## src/hw/rtl/jsu_pkg.sv

```systemverilog
`timescale 1ns / 1ps
// ---------------------------------------------------------------------------
// jsu_pkg - shared types and helpers for the JSON string unescaper
// Result kinds, error codes, scan modes and the hex / escape lookups.
// ---------------------------------------------------------------------------
package jsu_pkg;

  localparam int BYTE_W = 8;
  localparam int KIND_W = 2;
  localparam int ERR_W  = 3;
  localparam int USER_W = KIND_W + ERR_W;
  localparam int MAX_RES = 3;

  localparam logic [KIND_W-1:0] KIND_BYTE  = 2'd0;
  localparam logic [KIND_W-1:0] KIND_DONE  = 2'd1;
  localparam logic [KIND_W-1:0] KIND_ERROR = 2'd2;

  localparam logic [ERR_W-1:0] ERR_NONE         = 3'd0;
  localparam logic [ERR_W-1:0] ERR_NO_QUOTE     = 3'd1;
  localparam logic [ERR_W-1:0] ERR_CTRL_CHAR    = 3'd2;
  localparam logic [ERR_W-1:0] ERR_INC_ESCAPE   = 3'd3;
  localparam logic [ERR_W-1:0] ERR_INC_UNICODE  = 3'd4;
  localparam logic [ERR_W-1:0] ERR_BAD_HEX      = 3'd5;
  localparam logic [ERR_W-1:0] ERR_BAD_ESCAPE   = 3'd6;
  localparam logic [ERR_W-1:0] ERR_UNTERMINATED = 3'd7;

  localparam logic [BYTE_W-1:0] CH_QUOTE     = 8'h22;
  localparam logic [BYTE_W-1:0] CH_BACKSLASH = 8'h5C;
  localparam logic [BYTE_W-1:0] CH_U         = 8'h75;
  localparam logic [BYTE_W-1:0] CH_SPACE     = 8'h20;

  localparam logic [BYTE_W-1:0] UTF8_LEAD2 = 8'hC0;
  localparam logic [BYTE_W-1:0] UTF8_LEAD3 = 8'hE0;
  localparam logic [BYTE_W-1:0] UTF8_CONT  = 8'h80;

  typedef enum logic [3:0] {
    MODE_IDLE = 4'b0001,
    MODE_TEXT = 4'b0010,
    MODE_ESC  = 4'b0100,
    MODE_HEX  = 4'b1000
  } mode_t;

  // {valid, nibble}
  function automatic logic [4:0] hex_value(input logic [BYTE_W-1:0] c);
    logic [4:0] r;
    r = 5'd0;
    if (c >= 8'h30 && c <= 8'h39) begin
      r = {1'b1, 4'(c - 8'h30)};
    end else if (c >= 8'h61 && c <= 8'h66) begin
      r = {1'b1, 4'(c - 8'h57)};
    end else if (c >= 8'h41 && c <= 8'h46) begin
      r = {1'b1, 4'(c - 8'h37)};
    end
    return r;
  endfunction

  // {valid, byte}
  function automatic logic [BYTE_W:0] escape_byte(input logic [BYTE_W-1:0] c);
    logic [BYTE_W:0] r;
    case (c)
      8'h22: r = {1'b1, 8'h22};
      8'h5C: r = {1'b1, 8'h5C};
      8'h2F: r = {1'b1, 8'h2F};
      8'h62: r = {1'b1, 8'h08};
      8'h66: r = {1'b1, 8'h0C};
      8'h6E: r = {1'b1, 8'h0A};
      8'h72: r = {1'b1, 8'h0D};
      8'h74: r = {1'b1, 8'h09};
      default: r = '0;
    endcase
    return r;
  endfunction

endpackage

```

## src/hw/rtl/json_string_unescaper_unit.sv

```systemverilog
`timescale 1ns / 1ps
// ---------------------------------------------------------------------------
// json_string_unescaper_unit - JSON string literal to UTF-8 byte stream
// Decodes one quoted literal per run: plain bytes, simple escapes, \uXXXX
// escapes as 1..3 UTF-8 bytes, a done marker at the closing quote, errors.
// ---------------------------------------------------------------------------
//  channel  dir  tdata            tuser                          tlast
//  s_*      in   data_byte[7:0]   source_ended[0]                -
//  m_*      out  out_byte[7:0]    result_kind[1:0],error_code[4:2] last_of_run
//
// One source byte is taken per cycle, while the buffer has room, into an input
// register, decoded in one pass and loaded into a three-entry result buffer that
// drains one result a cycle while m_tready is high. Bytes with one or no result
// sustain one per cycle; a multi-byte \u escape holds the next byte at the buffer.
// Reset is synchronous and returns the scanner to idle with both buffers empty.
// ---------------------------------------------------------------------------
module json_string_unescaper_unit (
  input  logic                       clk,
  input  logic                       rst,
  input  logic                       s_tvalid,
  output logic                       s_tready,
  input  logic [jsu_pkg::BYTE_W-1:0] s_tdata,   // [7:0] data_byte
  input  logic                       s_tuser,   // [0] source_ended
  output logic                       m_tvalid,
  input  logic                       m_tready,
  output logic [jsu_pkg::BYTE_W-1:0] m_tdata,   // [7:0] out_byte
  output logic [jsu_pkg::USER_W-1:0] m_tuser,   // [1:0] result_kind, [4:2] error_code
  output logic                       m_tlast    // last_of_run
);
  import jsu_pkg::*;

  // input register
  logic              in_valid;
  logic [BYTE_W-1:0] in_byte;
  logic              in_end;

  // scanner state
  mode_t       mode, mode_next;
  logic [1:0]  hex_cnt, hex_cnt_next;
  logic [15:0] code_pt, code_pt_next;

  // result buffer
  logic [BYTE_W-1:0] res_byte [MAX_RES];
  logic [KIND_W-1:0] res_kind [MAX_RES];
  logic [ERR_W-1:0]  res_err  [MAX_RES];
  logic [1:0]        left;
  logic [1:0]        hd;

  // decode outputs
  logic [1:0]        k;
  logic [BYTE_W-1:0] d_byte [MAX_RES];
  logic [KIND_W-1:0] d_kind [MAX_RES];
  logic [ERR_W-1:0]  d_err;
  logic              fail;
  logic [4:0]        hv;
  logic [BYTE_W:0]   ev;
  logic [15:0]       cp_full;

  logic pop, buf_free, consume;

  assign pop      = m_tvalid && m_tready;
  assign buf_free = (left == 2'd0) || (left == 2'd1 && m_tready);
  assign consume  = in_valid && buf_free;
  assign s_tready = !in_valid || buf_free;

  assign m_tvalid = (left != 2'd0);
  assign m_tdata  = res_byte[hd];
  assign m_tuser  = {res_err[hd], res_kind[hd]};
  assign m_tlast  = (left == 2'd1);

  assign hv      = hex_value(in_byte);
  assign ev      = escape_byte(in_byte);
  assign cp_full = {code_pt[11:0], hv[3:0]};

  always_comb begin
    k            = 2'd0;
    fail         = 1'b0;
    d_err        = ERR_NONE;
    mode_next    = mode;
    hex_cnt_next = hex_cnt;
    code_pt_next = code_pt;
    for (int i = 0; i < MAX_RES; i++) begin
      d_byte[i] = '0;
      d_kind[i] = KIND_BYTE;
    end
    case (mode)
      MODE_IDLE: begin
        if (!in_end) begin
          if (in_byte == CH_QUOTE) begin
            mode_next    = MODE_TEXT;
            hex_cnt_next = 2'd0;
            code_pt_next = 16'd0;
          end else begin
            fail  = 1'b1;
            d_err = ERR_NO_QUOTE;
          end
        end
      end
      MODE_TEXT: begin
        if (in_end) begin
          fail  = 1'b1;
          d_err = ERR_UNTERMINATED;
        end else if (in_byte == CH_QUOTE) begin
          mode_next = MODE_IDLE;
          k         = 2'd1;
          d_kind[0] = KIND_DONE;
        end else if (in_byte == CH_BACKSLASH) begin
          mode_next = MODE_ESC;
        end else if (in_byte < CH_SPACE) begin
          fail  = 1'b1;
          d_err = ERR_CTRL_CHAR;
        end else begin
          k         = 2'd1;
          d_byte[0] = in_byte;
        end
      end
      MODE_ESC: begin
        if (in_end) begin
          fail  = 1'b1;
          d_err = ERR_INC_ESCAPE;
        end else if (in_byte == CH_U) begin
          mode_next    = MODE_HEX;
          hex_cnt_next = 2'd0;
          code_pt_next = 16'd0;
        end else if (!ev[BYTE_W]) begin
          fail  = 1'b1;
          d_err = ERR_BAD_ESCAPE;
        end else begin
          mode_next = MODE_TEXT;
          k         = 2'd1;
          d_byte[0] = ev[BYTE_W-1:0];
        end
      end
      MODE_HEX: begin
        if (in_end) begin
          fail  = 1'b1;
          d_err = ERR_INC_UNICODE;
        end else if (!hv[4]) begin
          fail  = 1'b1;
          d_err = ERR_BAD_HEX;
        end else if (hex_cnt == 2'd3) begin
          mode_next    = MODE_TEXT;
          hex_cnt_next = 2'd0;
          code_pt_next = 16'd0;
          if (cp_full[15:7] == '0) begin
            k         = 2'd1;
            d_byte[0] = {1'b0, cp_full[6:0]};
          end else if (cp_full[15:11] == '0) begin
            k         = 2'd2;
            d_byte[0] = UTF8_LEAD2 | {3'b000, cp_full[10:6]};
            d_byte[1] = UTF8_CONT | {2'b00, cp_full[5:0]};
          end else begin
            k         = 2'd3;
            d_byte[0] = UTF8_LEAD3 | {4'b0000, cp_full[15:12]};
            d_byte[1] = UTF8_CONT | {2'b00, cp_full[11:6]};
            d_byte[2] = UTF8_CONT | {2'b00, cp_full[5:0]};
          end
        end else begin
          hex_cnt_next = hex_cnt + 2'd1;
          code_pt_next = cp_full;
        end
      end
      default: begin
        mode_next = MODE_IDLE;
      end
    endcase
    if (fail) begin
      mode_next    = MODE_IDLE;
      hex_cnt_next = 2'd0;
      code_pt_next = 16'd0;
      k            = 2'd1;
      d_kind[0]    = KIND_ERROR;
    end
  end

  always_ff @(posedge clk) begin
    if (rst) begin
      in_valid <= 1'b0;
    end else if (s_tready) begin
      in_valid <= s_tvalid;
    end
    if (s_tready && s_tvalid) begin
      in_byte <= s_tdata;
      in_end  <= s_tuser;
    end
  end

  always_ff @(posedge clk) begin
    if (rst) begin
      mode    <= MODE_IDLE;
      hex_cnt <= 2'd0;
      code_pt <= 16'd0;
    end else if (consume) begin
      mode    <= mode_next;
      hex_cnt <= hex_cnt_next;
      code_pt <= code_pt_next;
    end
  end

  always_ff @(posedge clk) begin
    if (rst) begin
      left <= 2'd0;
      hd   <= 2'd0;
    end else if (consume) begin
      left <= k;
      hd   <= 2'd0;
    end else if (pop) begin
      left <= left - 2'd1;
      hd   <= hd + 2'd1;
    end
  end

  always_ff @(posedge clk) begin
    if (consume && k != 2'd0) begin
      for (int i = 0; i < MAX_RES; i++) begin
        res_byte[i] <= d_byte[i];
        res_kind[i] <= d_kind[i];
        res_err[i]  <= (i == 0) ? d_err : ERR_NONE;
      end
    end
  end

  // buffer is only reloaded once the last pending result leaves
  a_reload_free: assert property (@(posedge clk) disable iff (rst)
    consume |-> (left == 2'd0 || (left == 2'd1 && pop)))
    else $error("result buffer reloaded while results pending");

  // an error always drops the scanner back to idle
  a_err_idle: assert property (@(posedge clk) disable iff (rst)
    (consume && fail) |=> (mode == MODE_IDLE && hex_cnt == 2'd0))
    else $error("scanner not idle after error");

  a_hex_cnt_mode: assert property (@(posedge clk) disable iff (rst)
    (hex_cnt != 2'd0) |-> (mode == MODE_HEX))
    else $error("hex digit count outside unicode escape");

  a_err_kind: assert property (@(posedge clk) disable iff (rst)
    (m_tvalid && m_tuser[KIND_W-1:0] != KIND_ERROR) |-> (m_tuser[USER_W-1:KIND_W] == ERR_NONE))
    else $error("error code on non-error result");

  a_read_ptr: assert property (@(posedge clk) disable iff (rst)
    m_tvalid |-> ({1'b0, hd} + {1'b0, left} <= 3'(MAX_RES)))
    else $error("result read pointer past loaded entries");

endmodule
```

## config.mk

```make
export PLATFORM = sky130hd
export DESIGN_NAME = json_string_unescaper_unit
export DESIGN_NICKNAME = d
export VERILOG_FILES = /design/src/hw/rtl/jsu_pkg.sv /design/src/hw/rtl/json_string_unescaper_unit.sv
export SDC_FILE = /design/constraint.sdc
export NUM_CORES = 1
export LEC_CHECK = 0
export BUFFER_PORTS_ARGS = -buffer_cell sky130_fd_sc_hd__buf_4
export CAP_MARGIN = 20
export CORE_MARGIN = 3
export CORE_UTILIZATION = 44
export DETAILED_ROUTE_END_ITERATION = 6
export PLACE_DENSITY = 0.72
export SLEW_MARGIN = 20
export SYNTH_ARGS = -nofsm -noshare
export SYNTH_HDL_FRONTEND = slang
export SYNTH_SLANG_ARGS = --single-unit
```

## constraint.sdc

```tcl
create_clock -name clk -period 4.66 [get_ports clk]
set_clock_uncertainty 0.2 [all_clocks]
set_input_delay 0.699 -clock clk [delete_from_list [all_inputs] [get_ports clk]]
set_output_delay 0.699 -clock clk [all_outputs]
set_load 0.1 [all_outputs]
```

==> results.json <==
{
  "via_count_of_the_first_global_routing_pass": 2500,
  "synth_edf_count": 36,
  "post_cts_hold_buffer_count": 0,
  "final_cell_area_sq_um": 3870,
  "final.fill_count": 648,
  "synth_area_per_cell_sq_um": 10.4,
  "r2r_slack_ns": 1.49,
  "synth.ff_latch_count": 61,
  "setup_total_negative_slack_ns": 0,
  "tritoncts": "yes",
  "port-buffer-count": 28,
  "worstPathArrival_ns": 3.05,
  "leakage_uw": 0.00133,
  "finalWorstPathRequiredPeriod_ns": 3.17,
  "design.portCount": 29,
  "cell_area_power_density_nw_per_um2": 431,
  "die-area_sq_um": 8760,
  "wire_length_of_the_first_global_routing_pass_mm": 12.5,
  "synthToLayoutAreaGrowth_pct": 14.5,
  "status": "finished, final reports clean",
  "critPathCaptureType": "register",
  "cts.repair.resized": 0,
  "clockRootBuffer": "sky130_fd_sc_hd__clkbuf_8",
  "setup_viol": 0,
  "routedWlPerCell_um": 17.0,
  "nNetsFinal": 373,
  "cts_made_buffers": 9,
  "synth_top_cells_by_area": "sky130_fd_sc_hd__edfxtp_1, sky130_fd_sc_hd__dfxtp_1, sky130_fd_sc_hd__a32o_1",
  "core_area_sq_um": 7330,
  "most_used_dff_post_synth": "sky130_fd_sc_hd__edfxtp_1",
  "place_area_sq_um": 3670,
  "worst_setup_path_category": "reg -> reg",
  "die_ht_um": 93.6,
  "synth_async_sr_flop_share_pct": 0,
  "routabilityCongestion": 0.972,
  "max_slew.worst_pin.slew_ns": 0.783,
  "dpl.hpwl_mm": 5.75,
  "grt_util_all_layers_pct": 18.7,
  "drc_errors": 0,
  "critPathRequiredTime_ns": 4.54,
  "critical_path.max_fanout": 27,
  "synth.yosys.warnings": 0,
  "drtAntennaViolNets": 0,
  "post-synth-top-count-cell": "sky130_fd_sc_hd__edfxtp_1",
  "detailedRoute.firstIterationViolations": 256,
  "post-cts-setup-buffer-count": 0,
  "area_share_of_the_largest_cell_type_after_synthesis_pct": 32.0,
  "floorplan.initialDensity_pct": 46.0,
  "htreeDepth": 3,
  "drive_gt1_share_pct": 19.8,
  "seq_area_frac_synth_pct": 46.8,
  "rsz0062_at_grt": "false",
  "drv_slew": 0,
  "hold_viol_final": 0,
  "final.period_utilization_pct": 68.1,
  "cts_max_path_buffers": 2,
  "maxCapViolations": 0,
  "clock_transition_time_at_the_flip_flop_clock_pins_of_the_worst_setup_and_hold_paths_ns": 0.07,
  "post_synthesis_cell_count": 324,
  "fp-row-count": 31,
  "grt_max_degree": 28,
  "achievable-frequency_ghz": 0.315,
  "routed-via-count": 2739,
  "timing.max_slew.rel_slack_pct": 47.1,
  "antenna-diode-count": 0,
  "die_width_um": 93.6,
  "cell_area_synth_sq_um": 3380,
  "drt-pass1-iter-count": 5,
  "drt-total-wl_mm": 7.79,
  "synthesis.nets": 344,
  "synth.top_cells.by_count": "sky130_fd_sc_hd__edfxtp_1, sky130_fd_sc_hd__nand2_1, sky130_fd_sc_hd__dfxtp_1, sky130_fd_sc_hd__nor2_1, sky130_fd_sc_hd__inv_1",
  "grt_overflow": 0,
  "ys_types": 68,
  "final-seq-area_sq_um": 1580,
  "multi_input_gate_area_in_the_final_layout_sq_um": 1660,
  "post-synth-top-area-cell": "sky130_fd_sc_hd__edfxtp_1",
  "hold-worst-slack_ns": 0.288,
  "grt_antenna_before_repair": 0,
  "vdd_ir_drop_max_mv": 0.157,
  "cts_num_sinks": 61,
  "cp-start-kind": "register",
  "worstSkewPairLatency_ns": 0.35,
  "worstHoldPathType": "reg -> reg",
  "post_drt_via_cell_ratio": 5.99
}
-- worst paths after layout --
path	startpoint	cells after the start	to
hold / removal	hex_cnt[1]	2	hex_cnt[1]
hold reg to reg	hex_cnt[1]	2	hex_cnt[1]
setup / recovery	in_byte[0]	9	res_byte[0][4]
setup reg to reg	in_byte[0]	9	res_byte[0][4]
-- per-layer routing --
metal / part of all wire, % / track usage (%) / wire length (um)
met1: 43 / 24.1 / 3360
met2: 47 / 29.4 / 3640
met3: 7.9 / 4.26 / 617
met4: 2.3 / 9.51 / 176
met5: 0 / 0 / 0
-- metrics by stage --
step	std cells	worst slack [ns]	util (%)	total power, uW
5_1_grt	457	1.28	52.7	1730
3_3_place_gp	441	1.59	50.0	1210
3_5_place_dp	441	1.54	50.0	1220
4_1_cts	457	1.51	52.7	1680
6_report	457	1.49	52.7	1670
2_1_floorplan	324	0.564	-	1110
-- cell usage in the layout (no fill, tap or decap), types with 3 or more instances in the layout --
cell type,Yosys,final
sky130_fd_sc_hd__nand2_1,27,27
sky130_fd_sc_hd__nand3_1,7,7
sky130_fd_sc_hd__o21ai_0,18,18
sky130_fd_sc_hd__inv_1,19,19
sky130_fd_sc_hd__o22ai_1,4,4
sky130_fd_sc_hd__nand4_1,3,3
sky130_fd_sc_hd__ha_1,7,7
sky130_fd_sc_hd__dfxtp_1,25,25
sky130_fd_sc_hd__a211oi_1,3,3
sky130_fd_sc_hd__a22oi_1,3,3
sky130_fd_sc_hd__nor2b_1,3,3
sky130_fd_sc_hd__nor2_1,22,22
sky130_fd_sc_hd__mux2i_1,8,8
sky130_fd_sc_hd__clkbuf_8,0,11
sky130_fd_sc_hd__a32o_1,12,12
sky130_fd_sc_hd__and2_1,11,11
sky130_fd_sc_hd__a21oi_1,18,18
sky130_fd_sc_hd__edfxtp_1,36,36
sky130_fd_sc_hd__nand2b_1,6,6
sky130_fd_sc_hd__nor3_1,15,15
sky130_fd_sc_hd__a31oi_1,4,4
sky130_fd_sc_hd__buf_4,1,31
-- worst max-delay path, stage by stage, from the launching register on --
cell and delay [ns]:
sky130_fd_sc_hd__edfxtp_1 0.49, sky130_fd_sc_hd__inv_1 0.14, sky130_fd_sc_hd__ha_1 0.27, sky130_fd_sc_hd__nand4_1 0.10, sky130_fd_sc_hd__nor3_1 0.59, sky130_fd_sc_hd__a211oi_2 0.20, sky130_fd_sc_hd__a31oi_4 0.28, sky130_fd_sc_hd__o22a_1 0.22
sky130_fd_sc_hd__a41oi_2 0.12, sky130_fd_sc_hd__buf_4 0.28
-- layout make-up --
cell class / count / share of cell area [%]
flip-flops and latches: 61 / 40.9
multi-input cells: 230 / 42.8
inverters: 20 / 1.94
well taps: 99 / 3.20
clock buffers: 13 / 4.66
clock inverters: 3 / 0.453
repair buffers: 31 / 6.02
-- cell families (layout without fill, tap and decap cells) --
group	after synthesis	in the layout	share of synthesized area [%]
adders and majority gates	7	7	2.59
buffers and inverters	33	67	4.34
AOI/OAI and AO/OA	94	94	23.1
DFF	61	61	46.8
xor gates and xnor gates	2	2	0.519
muxes	8	8	2.37
and+or+nand+nor	119	119	20.3
-- sequential cells by signal, indices dropped and copies added, names as in the netlist, named ones only --
name,count
code_pt,12
hd,2
hex_cnt,2
in_byte,8
in_end,1
in_valid,1
left,2
mode,4
res_byte,22
res_err,3
res_kind,2
-- where the power goes --
part	total, uW	switching, uW	internal, uW
clock	459	207	253
sequential	668	47.2	621
combinational	539	405	134
No activity file was read; power rests on OpenSTA's default activity.
